File: config.mk
export PLATFORM = sky130hd
export DESIGN_NAME = shortest_seek_first_scheduler
export DESIGN_NICKNAME = d
export VERILOG_FILES = /design/src/hdl/ssf_pkg.sv /design/src/hdl/ssf_nearest.sv /design/src/hdl/shortest_seek_first_scheduler.sv
export SDC_FILE = /design/constraint.sdc
export NUM_CORES = 1
export LEC_CHECK = 0
export ABC_AREA = 0
export BUFFER_PORTS_ARGS = -buffer_cell sky130_fd_sc_hd__buf_4
export CAP_MARGIN = 20
export CORE_MARGIN = 10
export CORE_UTILIZATION = 50
export DETAILED_ROUTE_END_ITERATION = 10
export PLACE_DENSITY = 0.74
export SYNTH_ARGS = -nofsm -noshare
export SYNTH_HDL_FRONTEND = slang
export SYNTH_SLANG_ARGS = --single-unit
File: constraint.sdc
create_clock -name i_clk -period 9.1 [get_ports i_clk]
set_clock_uncertainty 0.15 [all_clocks]
set_input_delay 2.73 -clock i_clk [delete_from_list [all_inputs] [get_ports i_clk]]
set_output_delay 2.73 -clock i_clk [all_outputs]
set_load 0.01 [all_outputs]
File: src/hdl/ssf_pkg.sv
// ============================================================================
// ssf_pkg
// Shared types and constants for the shortest-seek-first request scheduler.
// ============================================================================
package ssf_pkg;

    // Default request buffer depth
    localparam int DEPTH_DEF = 64;

    // Field widths
    localparam int CYL_W  = 16;
    localparam int DIST_W = 22;

    // Stream widths
    localparam int S_DATA_W = 16;
    localparam int S_USER_W = 1;
    localparam int M_DATA_W = 40;
    localparam int M_USER_W = 2;

    // Running distance saturates here
    localparam logic [DIST_W-1:0] DIST_MAX = 22'h3FFFFF;

    // Operation codes carried on the input tuser
    typedef enum logic {
        OP_LOAD = 1'b0,
        OP_RUN  = 1'b1
    } t_op;

    // Sequencer states
    typedef enum logic [1:0] {
        ST_IDLE,
        ST_SCAN,
        ST_WAIT,
        ST_EMIT
    } t_state;

    // Control from the sequencer to the nearest-entry tracker
    typedef struct packed {
        logic clear;  // start of a new scan
        logic vld;    // read word is valid this cycle
    } t_scan_ctl;

endpackage

File: src/hdl/ssf_nearest.sv
// ============================================================================
// ssf_nearest
// Tracks the pending entry nearest the head over one scan of the buffer.
// ============================================================================
module ssf_nearest #(
    parameter int IW = 6
) (
    input  logic                     i_clk,
    input  logic                     i_rst_n,
    input  ssf_pkg::t_scan_ctl       i_ctl,
    input  logic [IW-1:0]            i_rd_idx,
    input  logic                     i_rd_pend,
    input  logic [ssf_pkg::CYL_W-1:0] i_rd_cyl,
    input  logic [ssf_pkg::CYL_W-1:0] i_head,
    output logic                     o_found,
    output logic [IW-1:0]            o_best_idx,
    output logic [ssf_pkg::CYL_W-1:0] o_best_cyl,
    output logic [ssf_pkg::CYL_W-1:0] o_best_d
);

    logic                      r_found;
    logic [IW-1:0]             r_best_idx;
    logic [ssf_pkg::CYL_W-1:0] r_best_cyl;
    logic [ssf_pkg::CYL_W-1:0] r_best_d;
    logic [ssf_pkg::CYL_W-1:0] w_d;
    logic                      w_take;

    // Distance of this word from the head; strict compare keeps lowest index
    assign w_d    = (i_head > i_rd_cyl) ? (i_head - i_rd_cyl) : (i_rd_cyl - i_head);
    assign w_take = i_ctl.vld && i_rd_pend && (!r_found || (w_d < r_best_d));

    // Found flag
    always_ff @(posedge i_clk) begin
        if (!i_rst_n) begin
            r_found <= 1'b0;
        end else if (i_ctl.clear) begin
            r_found <= 1'b0;
        end else if (w_take) begin
            r_found <= 1'b1;
        end
    end

    // Best candidate so far
    always_ff @(posedge i_clk) begin
        if (w_take) begin
            r_best_idx <= i_rd_idx;
            r_best_cyl <= i_rd_cyl;
            r_best_d   <= w_d;
        end
    end

    assign o_found    = r_found;
    assign o_best_idx = r_best_idx;
    assign o_best_cyl = r_best_cyl;
    assign o_best_d   = r_best_d;

endmodule

File: src/hdl/shortest_seek_first_scheduler.sv
// ============================================================================
// shortest_seek_first_scheduler
// Buffers request cylinders and serves them nearest-first from a start head.
// ============================================================================
// A load word (tuser op = load) stores one cylinder in the buffer; loads beyond
// DEPTH are dropped and flagged. A run word gives the head start position; the
// block then emits one result word per stored request in nearest-first order,
// ties going to the earliest loaded request, with the running seek total. For
// each served request the block reads every buffered entry through the single
// read port of the buffer memory, passes a wait state for the registered read,
// then emits the result and retires the entry, the emit stalling while the
// output is held. A run with nothing buffered gives one result flagged empty.
// Input is taken only while no run is in progress; the last result of a run can
// still wait in the output register while the next word is accepted.
module shortest_seek_first_scheduler #(
    parameter int DEPTH = ssf_pkg::DEPTH_DEF
) (
    input  logic                          i_clk,
    input  logic                          i_rst_n,
    input  logic                          i_s_axis_tvalid,
    output logic                          o_s_axis_tready,
    input  logic [ssf_pkg::S_DATA_W-1:0]  i_s_axis_tdata,  // [15:0] cylinder
    input  logic [ssf_pkg::S_USER_W-1:0]  i_s_axis_tuser,  // [0] op
    output logic                          o_m_axis_tvalid,
    input  logic                          i_m_axis_tready,
    output logic [ssf_pkg::M_DATA_W-1:0]  o_m_axis_tdata,  // [15:0] served_cylinder,
                                                           // [37:16] total_distance
    output logic                          o_m_axis_tlast,
    output logic [ssf_pkg::M_USER_W-1:0]  o_m_axis_tuser   // [0] empty_res, [1] overflowed
);

    localparam int IW  = (DEPTH > 1) ? $clog2(DEPTH) : 1;
    localparam int CW  = $clog2(DEPTH + 1);
    localparam int CYW = ssf_pkg::CYL_W;
    localparam int DW  = ssf_pkg::DIST_W;

    // Control
    ssf_pkg::t_state r_state, n_state;
    logic [CW-1:0]   r_count;
    logic            r_ovf;
    logic [IW-1:0]   r_idx;
    logic [CW-1:0]   r_served;
    logic            r_empty;
    logic            r_rd_vld;
    logic            r_m_valid;

    // Run context
    logic [CW-1:0]   r_n;
    logic            r_run_ovf;
    logic [CYW-1:0]  r_head;
    logic [DW-1:0]   r_sum;
    logic [IW-1:0]   r_rd_idx;

    // Buffer memory: {pending, cylinder}
    logic [CYW:0]    r_mem [0:DEPTH-1];
    logic [CYW:0]    r_rd_word;

    // Output register
    logic [CYW-1:0]  r_m_cyl;
    logic [DW-1:0]   r_m_dist;
    logic            r_m_last;
    logic            r_m_empty;
    logic            r_m_ovf;

    // Combinational
    ssf_pkg::t_op    w_op;
    logic            w_s_acc;
    logic            w_load;
    logic            w_run;
    logic            w_full;
    logic            w_fire;
    logic            w_issue_last;
    logic            w_served_last;
    logic            w_we;
    logic [IW-1:0]   w_wa;
    logic [CYW:0]    w_wd;
    logic [DW:0]     w_sum_ext;
    logic [DW-1:0]   w_sum_next;
    ssf_pkg::t_scan_ctl w_ctl;
    logic            w_found;
    logic [IW-1:0]   w_best_idx;
    logic [CYW-1:0]  w_best_cyl;
    logic [CYW-1:0]  w_best_d;

    assign o_s_axis_tready = (r_state == ssf_pkg::ST_IDLE);
    assign w_s_acc = i_s_axis_tvalid && o_s_axis_tready;
    assign w_op    = ssf_pkg::t_op'(i_s_axis_tuser[0]);
    assign w_load  = w_s_acc && (w_op == ssf_pkg::OP_LOAD);
    assign w_run   = w_s_acc && (w_op == ssf_pkg::OP_RUN);
    assign w_full  = (r_count == CW'(DEPTH));
    assign w_fire  = (r_state == ssf_pkg::ST_EMIT) && (!r_m_valid || i_m_axis_tready);

    assign w_issue_last  = (CW'(r_idx) == (r_n - CW'(1)));
    assign w_served_last = (r_served == (r_n - CW'(1)));

    // Saturating running distance
    assign w_sum_ext  = {1'b0, r_sum} + (DW + 1)'(w_best_d);
    assign w_sum_next = (w_sum_ext > {1'b0, ssf_pkg::DIST_MAX}) ? ssf_pkg::DIST_MAX
                                                                 : w_sum_ext[DW-1:0];

    // Next state
    always_comb begin
        n_state = r_state;
        unique case (r_state)
            ssf_pkg::ST_IDLE: begin
                if (w_run) begin
                    n_state = (r_count == '0) ? ssf_pkg::ST_EMIT : ssf_pkg::ST_SCAN;
                end
            end
            ssf_pkg::ST_SCAN: begin
                if (w_issue_last) begin
                    n_state = ssf_pkg::ST_WAIT;
                end
            end
            ssf_pkg::ST_WAIT: begin
                n_state = ssf_pkg::ST_EMIT;
            end
            ssf_pkg::ST_EMIT: begin
                if (w_fire) begin
                    n_state = (r_empty || w_served_last) ? ssf_pkg::ST_IDLE
                                                         : ssf_pkg::ST_SCAN;
                end
            end
            default: n_state = ssf_pkg::ST_IDLE;
        endcase
    end

    always_ff @(posedge i_clk) begin
        if (!i_rst_n) begin
            r_state <= ssf_pkg::ST_IDLE;
        end else begin
            r_state <= n_state;
        end
    end

    // Control registers
    always_ff @(posedge i_clk) begin
        if (!i_rst_n) begin
            r_count   <= '0;
            r_ovf     <= 1'b0;
            r_idx     <= '0;
            r_served  <= '0;
            r_empty   <= 1'b0;
            r_rd_vld  <= 1'b0;
            r_m_valid <= 1'b0;
        end else begin
            r_rd_vld <= (r_state == ssf_pkg::ST_SCAN);
            if (w_load) begin
                if (w_full) begin
                    r_ovf <= 1'b1;
                end else begin
                    r_count <= r_count + CW'(1);
                end
            end
            if (w_run) begin
                r_count  <= '0;
                r_ovf    <= 1'b0;
                r_idx    <= '0;
                r_served <= '0;
                r_empty  <= (r_count == '0);
            end
            if (r_state == ssf_pkg::ST_SCAN) begin
                r_idx <= w_issue_last ? '0 : r_idx + IW'(1);
            end
            if (w_fire) begin
                r_served  <= r_served + CW'(1);
                r_m_valid <= 1'b1;
            end else if (i_m_axis_tready) begin
                r_m_valid <= 1'b0;
            end
        end
    end

    // Run context
    always_ff @(posedge i_clk) begin
        r_rd_idx <= r_idx;
        if (w_run) begin
            r_n       <= r_count;
            r_run_ovf <= r_ovf;
            r_head    <= i_s_axis_tdata[CYW-1:0];
            r_sum     <= '0;
        end else if (w_fire) begin
            r_head <= w_best_cyl;
            r_sum  <= w_sum_next;
        end
    end

    // Memory write: new request on load, retire served entry on emit
    always_comb begin
        w_we = 1'b0;
        w_wa = r_count[IW-1:0];
        w_wd = {1'b1, i_s_axis_tdata[CYW-1:0]};
        if (w_load && !w_full) begin
            w_we = 1'b1;
        end else if (w_fire && !r_empty) begin
            w_we = 1'b1;
            w_wa = w_best_idx;
            w_wd = {1'b0, w_best_cyl};
        end
    end

    // Buffer memory, one write and one registered read port
    always_ff @(posedge i_clk) begin
        if (w_we) begin
            r_mem[w_wa] <= w_wd;
        end
        r_rd_word <= r_mem[r_idx];
    end

    // Nearest-entry tracker
    assign w_ctl.clear = (r_state == ssf_pkg::ST_SCAN) && (r_idx == '0);
    assign w_ctl.vld   = r_rd_vld;

    ssf_nearest #(
        .IW (IW)
    ) u_nearest (
        .i_clk      (i_clk),
        .i_rst_n    (i_rst_n),
        .i_ctl      (w_ctl),
        .i_rd_idx   (r_rd_idx),
        .i_rd_pend  (r_rd_word[CYW]),
        .i_rd_cyl   (r_rd_word[CYW-1:0]),
        .i_head     (r_head),
        .o_found    (w_found),
        .o_best_idx (w_best_idx),
        .o_best_cyl (w_best_cyl),
        .o_best_d   (w_best_d)
    );

    // Output register
    always_ff @(posedge i_clk) begin
        if (w_fire) begin
            r_m_cyl   <= r_empty ? r_head : w_best_cyl;
            r_m_dist  <= r_empty ? '0 : w_sum_next;
            r_m_last  <= r_empty || w_served_last;
            r_m_empty <= r_empty;
            r_m_ovf   <= r_run_ovf;
        end
    end

    assign o_m_axis_tvalid = r_m_valid;
    assign o_m_axis_tdata  = {(ssf_pkg::M_DATA_W - DW - CYW)'(0), r_m_dist, r_m_cyl};
    assign o_m_axis_tlast  = r_m_last;
    assign o_m_axis_tuser  = {r_m_ovf, r_m_empty};

    // Checks
    a_count_bound: assert property (@(posedge i_clk) disable iff (!i_rst_n)
        r_count <= CW'(DEPTH))
        else $error("request count exceeds buffer depth");

    a_found_at_emit: assert property (@(posedge i_clk) disable iff (!i_rst_n)
        (r_state == ssf_pkg::ST_EMIT && !r_empty) |-> w_found)
        else $error("emit without a pending request found");

    a_run_clears: assert property (@(posedge i_clk) disable iff (!i_rst_n)
        w_run |=> (r_count == '0 && !r_ovf))
        else $error("run did not clear buffer count and overflow");

endmodule

**Word-level counts from Yosys, hierarchy flattened**

Memory sizes are Yosys's and may differ from the RTL's. A register that Yosys moved wholly into a read port is not among the register bits.
Index checks and enable logic that the tools add are counted.

- Register bits after elaboration: 158
- Input port bits: 21
- RAM bits: 1088
- Word-level logic and storage cells: 98
- Memories: 1

Memories:

| name | depth | width | read ports | clocked after memory_dff | wr ports | RTL line | RTL |
|---|---|---|---|---|---|---|---|
| r_mem | 64 | 17 | 1 | 1 | 1 | shortest_seek_first_scheduler.sv:55 | `logic [CYW:0] r_mem [0:DEPTH-1];` |

- Bitwise gates (word level): 3
- Equality and inequality tests: 9
- Reduce and logical (&&, ||, !) cells: 27
- Order comparisons: 3
- Add/subtract/negate cells: 7
- Mux-type cells: 26

Operator list:

| cell | number |
|---|---|
| 16-bit two-way mux | 4 |
| 17-bit two-way mux | 2 |
| 16-bit subtractor | 2 |
| 6-bit two-way mux | 5 |
| 22-bit by 16-bit adder with 23-bit output | 1 |
| 23-bit by 22-bit > comparator with 1-bit output (second input constant) | 1 |
| 22-bit two-way mux | 1 |
| 16-bit > comparator | 1 |
| 16-bit less-than comparator | 1 |
| 7-bit by 1-bit adder with 7-bit output (second input constant) | 2 |
| 7-bit two-way mux | 2 |
| 1-bit logical AND | 9 |
| 2-bit two-way mux | 4 |
| 2-bit case mux with 4 select lines | 1 |
| 6-bit by 7-bit equality test with 1-bit output | 1 |
| 7-bit equality test | 1 |
| 7-bit equality test (second input constant) | 1 |
| 7-bit zero test | 1 |
| 1-bit two-way mux | 7 |
| 7-bit by 1-bit subtractor with 7-bit output (second input constant) | 1 |
| 6-bit by 1-bit adder with 6-bit output (second input constant) | 1 |
| 6-bit zero test | 1 |
| 2-bit nonzero test | 3 |
| 2-bit equality test (second input constant) | 2 |
| 10 further kinds | 20 |

**Logic depth before layout (Yosys ltp)**

- Word-level depth: 8
- Depth in mapped cells: 20

**Hierarchy**

From an unflattened synthesis, not the netlist that was laid out.

- Cells, all modules: 2755
- Area total of the unflattened synthesis: 51737.1 um2

By module, submodules not included:

| module | seq. area each (um2) | times used | cells each | area each (um2) |
|---|---|---|---|---|
| shortest_seek_first_scheduler | 36044.6 | 1 | 2436 | 48601.6 |
| ssf_nearest | 1161.1 | 1 | 319 | 3135.5 |

**Worst setup path before layout**

No wires, ideal clock.

- Path kind: flip-flop to flip-flop
- Start point: reg r_head[9]
- End point: reg u_nearest.r_best_cyl, in the netlist u_nearest.o_best_cyl[0], enable pin
- Path buffers: 3
- Slack: 2.668 ns
- Setup time: 0.455 ns
- Data arrival time: 5.826 ns
- Data required time: 8.495 ns
- Cell stages (with the launch flop): 20
- Path through: edfxtp_1 inv_1 ha_1 clkbuf_1 a21oi_1 o21ai_0 a221oi_2 a21oi_2 buf_4 buf_4 mux2_2 ha_1 a21boi_0 o21a_1 o21a_1 o21a_1 o21ai_0 nand2_1 a221o_1 a41oi_1

- Cells in the longest elaborated chain, start to end: 5

RTL lines:

| what | RTL line | RTL |
|---|---|---|
| start, declared | shortest_seek_first_scheduler.sv:50 | `logic [CYW-1:0] r_head;` |
| start signal, assigned | shortest_seek_first_scheduler.sv:180 | `r_head <= i_s_axis_tdata[CYW-1:0];` |
| start signal, assigned | shortest_seek_first_scheduler.sv:183 | `r_head <= w_best_cyl;` |
| 16-bit > comparator | ssf_nearest.sv:29 | `assign w_d = (i_head > i_rd_cyl) ? (i_head - i_rd_cyl) : (i_rd_cyl - i_head);` |
| 16-bit two-way mux | ssf_nearest.sv:29 |  |
| named net u_nearest.w_d, one bit | ssf_nearest.sv:25 | `logic [ssf_pkg::CYL_W-1:0] w_d;` |
| 16-bit less-than comparator | ssf_nearest.sv:30 | `assign w_take = i_ctl.vld && i_rd_pend && (!r_found \|\| (w_d < r_best_d));` |
| 1-bit logical OR | ssf_nearest.sv:30 |  |
| 1-bit logical AND | ssf_nearest.sv:30 |  |
| named net u_nearest.w_take | ssf_nearest.sv:26 | `logic w_take;` |
| end signal, assigned | ssf_nearest.sv:47 | `r_best_cyl <= i_rd_cyl;` |
| end, declared | ssf_nearest.sv:23 | `logic [ssf_pkg::CYL_W-1:0] r_best_cyl;` |

The timed path passes the listed nets, and every way through them passes these cells.
A chain may end at the register's enable or synchronous reset.

**Worst setup path after layout**

- Start point: in i_m_axis_tready
- End point: mem r_mem[6][6] in the netlist's numbering, enable pin

- Cells in the longest elaborated chain, start to end: 7

RTL lines:

| what | RTL line | RTL |
|---|---|---|
| start, declared | shortest_seek_first_scheduler.sv:25 | `input logic i_m_axis_tready,` |
| 1-bit logical OR * | shortest_seek_first_scheduler.sv:91 | `assign w_fire = (r_state == ssf_pkg::ST_EMIT) && (!r_m_valid \|\| i_m_axis_tready);` |
| 1-bit logical AND * | shortest_seek_first_scheduler.sv:91 |  |
| 1-bit logical AND * | shortest_seek_first_scheduler.sv:195 | `end else if (w_fire && !r_empty) begin` |
| 1-bit two-way mux | shortest_seek_first_scheduler.sv:195 |  |
| 1-bit two-way mux | shortest_seek_first_scheduler.sv:193 | `if (w_load && !w_full) begin` |
| 1-bit two-way mux | shortest_seek_first_scheduler.sv:204 | `if (w_we) begin` |
| 1-bit two-way mux (not written as such) | shortest_seek_first_scheduler.sv:205 | `r_mem[w_wa] <= w_wd;` |
| end, declared | shortest_seek_first_scheduler.sv:55 |  |

Mark *: on every way between the ends. The rest lies on a longest branch, timed or not.

==> results_dict.tcl <==
set metrics [dict create \
    outcome "complete, no violations" \
    synthCells 2726 \
    final_nets 2975 \
    synthMuxAreaShare_pct 15.59 \
    grt_start_max_net_pins 114 \
    ir_worst_vdd_uv 167.4 \
    dieWidth_um 340.4 \
    cts_buffers 119 \
    fmax_mhz 162.7 \
    synth-seq-area-share_pct 72.50 \
    min_period_ns 6.145 \
    async_flop_share_pct 0 \
    drtPass1Iterations 6 \
    crit_path_cell_trace "buf_4 -> nor2b_1 -> nand2b_1 -> nor3_4 -> buf_4 -> inv_2 -> buf_4 -> a21o_1 -> nand2_1 -> nor2_1 -> buf_4" \
    coreArea_um2 101900 \
    yosys_warnings 0 \
    die_h_um 340.4 \
    hold_violations 0 \
    yosys.area_share.simple_pct 3.865 \
    drv_slew 0 \
    p_per_area_nw_per_um2 260.1 \
    crit_top_cell "buf_4" \
    synth_fa_ha_area_share_pct 1.848 \
    layout-drive-gt1-share_pct 24.56 \
    port_buffers 63 \
    area_growth_pct 12.58 \
    synth_flop_cell "edfxtp_1" \
    root_buffer "clkbuf_16" \
    gp_congestion 0.9175 \
    ant_nets 0 \
    crit_buf_inv 5 \
    fill_cells 7361 \
    cts.clk_slew.worst_paths_ns 0.06 \
    start_util_pct 50.36 \
    synth.cell_area_um2 51320 \
    crit_fanout 66 \
    cts_num_sinks 1263 \
    cts_setup_buffers 0 \
    diodes 0 \
    synth_compound_area_share_pct 3.526 \
    dpl_cell_area_um2 53770 \
    post_cts_resized 0 \
    rsz0062_at_grt "no" \
    crit_type "input pin to register" \
    antenna_found_initial 0 \
    htree_levels 3 \
    post-dp-hpwl_mm 72.17 \
    wirelength_mm 122.1 \
    required_ns 9.37 \
    worst_pin_slew_ns 1.072 \
    fin_area_um2 57770 \
    insertion_delay_ns 0.73 \
    post-route-util_pct 56.70 \
    cts_tree "done" \
    ctsLongestPathBuffers 3 \
    grt_pass1_vias 26900 \
    cp-end-kind "register" \
    dpl.cell_count 4125 \
    drc_errors 0 \
    ioPinCount 66 \
    layout_common_cells "edfxtp_1, mux4_2, nor2_1, buf_4, nand2_1" \
    period_share_pct 67.53 \
    vias 26890 \
    slowest_delay_ns 0.69 \
    layout_commonest_cell "edfxtp_1" \
    tns_ns 0 \
    synth.avg_cell_area_um2 18.82 \
    rows 117 \
    cts_hold_buf 0 \
    synth_top_family_by_area "multiplexers" \
    wl_per_cell_um 28.05 \
    grt_pass1_wl_mm 180.3 \
    crit_family "buffers and inverters" \
    drt_iter0_drc 3116 \
    cp.arrival_ns 6.41 \
    worstSetupStartpointType "input pin" \
    synth_edf_count 1191 \
    timing.max_slew.rel_slack_pct 28.50 \
    drv_cap 0 \
    p_leak_uw 0.01850 \
    viasPerCell 6.179 \
    cp_slowest_cell "buf_4" \
    synth_xor_area_share_pct 0.9046 \
    grt_overflow 0 \
    stdcell_count 4352 \
    p_total_uw 15030 \
    grt.total_usage_pct 20.80 \
    dieArea_um2 115800 \
    ys_ff_latch 1263 \
    hold_class "register to register" \
    synth.distinct_cells 73 \
    setup_viol 0 \
]
-- worst reg2reg max path, cell delays in order (launching register included) --
cell and delay, ns:
edfxtp_1 0.37, inv_1 0.05, ha_1 0.48, nand2_1 0.22
o21ai_0 0.37, a221oi_2 0.16, a21oi_2 0.14, buf_4 0.29
mux2i_1 0.37, a31oi_1 0.20, o41ai_2 0.31, xor2_1 0.24
ha_1 0.28, a21o_1 0.16, a21oi_1 0.14, nor2b_1 0.06
o21ai_0 0.16, nand3_1 0.14, a41oi_4 0.57, buf_4 0.48
-- cells by family (layout without fill, tap and decap cells) --
kind of cell | after synthesis | in the layout
compound gates | 276 | 276
xor+xnor | 53 | 53
fa+ha+maj | 74 | 74
buf+inv | 211 | 468
flops | 1263 | 1263
mux | 400 | 400
other cells | 1 | 2
simple gates | 448 | 448
-- power by group --
| part | switching, uW | leakage (uW) | internal [uW] |
|---|---|---|---|
| Clock | 2150 | 0.00194 | 2870 |
| Sequential | 148 | 0.0113 | 6790 |
| Combinational | 1820 | 0.00526 | 1240 |
| Total | 4120 | 0.0185 | 10900 |
-- routing by layer --
layer	track usage [%]	routed length, um
met1	28.14	46490
met2	33.38	59020
met3	4.385	11980
met5	0	0
met4	7.358	4597
-- flip-flops by register name, summed over array words and instances, names as in the netlist, 6 cells and up --
name                  flops
r_rd_word                17
r_m_dist                 22
r_sum                    22
u_nearest.o_best_d       16
r_served                  7
r_n                       7
r_m_cyl                  16
r_mem                  1088
u_nearest.o_best_idx      6
u_nearest.o_best_cyl     16
r_rd_idx                  6
r_idx                     6
r_count                   7
r_head                   16
-- Yosys cell counts, drive strengths merged, types with 14 or more instances --
cell type / number / area [um^2]
mux2i: 51 / 510.5
nor2: 168 / 630.6
inv: 79 / 296.5
nor2b: 17 / 106.4
dfxtp: 72 / 1441
a21oi: 68 / 351.6
xor2: 21 / 183.9
buf: 73 / 382.9
a21o: 17 / 127.6
nand3: 22 / 110.1
a211oi: 17 / 132.6
clkbuf: 57 / 215.2
edfxtp: 1191 / 35760
o21ai: 77 / 385.4
mux2: 33 / 371.6
ha: 71 / 888.4
nor3: 14 / 81.33
mux4: 316 / 7117
nand2: 166 / 623.1
o21a: 14 / 112.6
xnor2: 32 / 280.3
-- final cells by class --
| type | count | area [um^2] | share of cell area [%] |
|---|---|---|---|
| Sequential cell | 1263 | 37220 | 64.43 |
| Clock inverter | 75 | 843.3 | 1.460 |
| Clock buffer | 150 | 3134 | 5.425 |
| Multi-Input combinational cell | 1253 | 13280 | 22.99 |
| Tap cell | 1368 | 1712 | 2.963 |
| Timing Repair Buffer | 162 | 1276 | 2.209 |
| Inverter | 81 | 304.0 | 0.5263 |
-- per-stage QoR --
stage               hold WS [ns]  worst slack [ns]
floorplan                 0.1758             2.668
global placement          0.2368             2.563
detailed placement        0.2445             2.295
CTS                       0.2575             3.029
global route              0.2652             2.755
finish                    0.2572             2.955
-- worst paths after layout --
kind | cells past startpoint | to | slack, ns | from
setup reg to reg | 19 | u_nearest.o_best_cyl[5]$_DFFE_PP_ | 3.38 | r_head[11]$_DFFE_PP_
hold / removal | 0 | u_nearest.o_best_idx[0]$_DFFE_PP_ | 0.26 | r_rd_idx[0]$_DFF_P_
setup / recovery | 11 | r_mem[6][6]$_DFFE_PP_ | 2.96 | i_m_axis_tready
hold reg to reg | 0 | u_nearest.o_best_idx[0]$_DFFE_PP_ | 0.26 | r_rd_idx[0]$_DFF_P_
No activity file was read; power rests on OpenSTA's default activity.
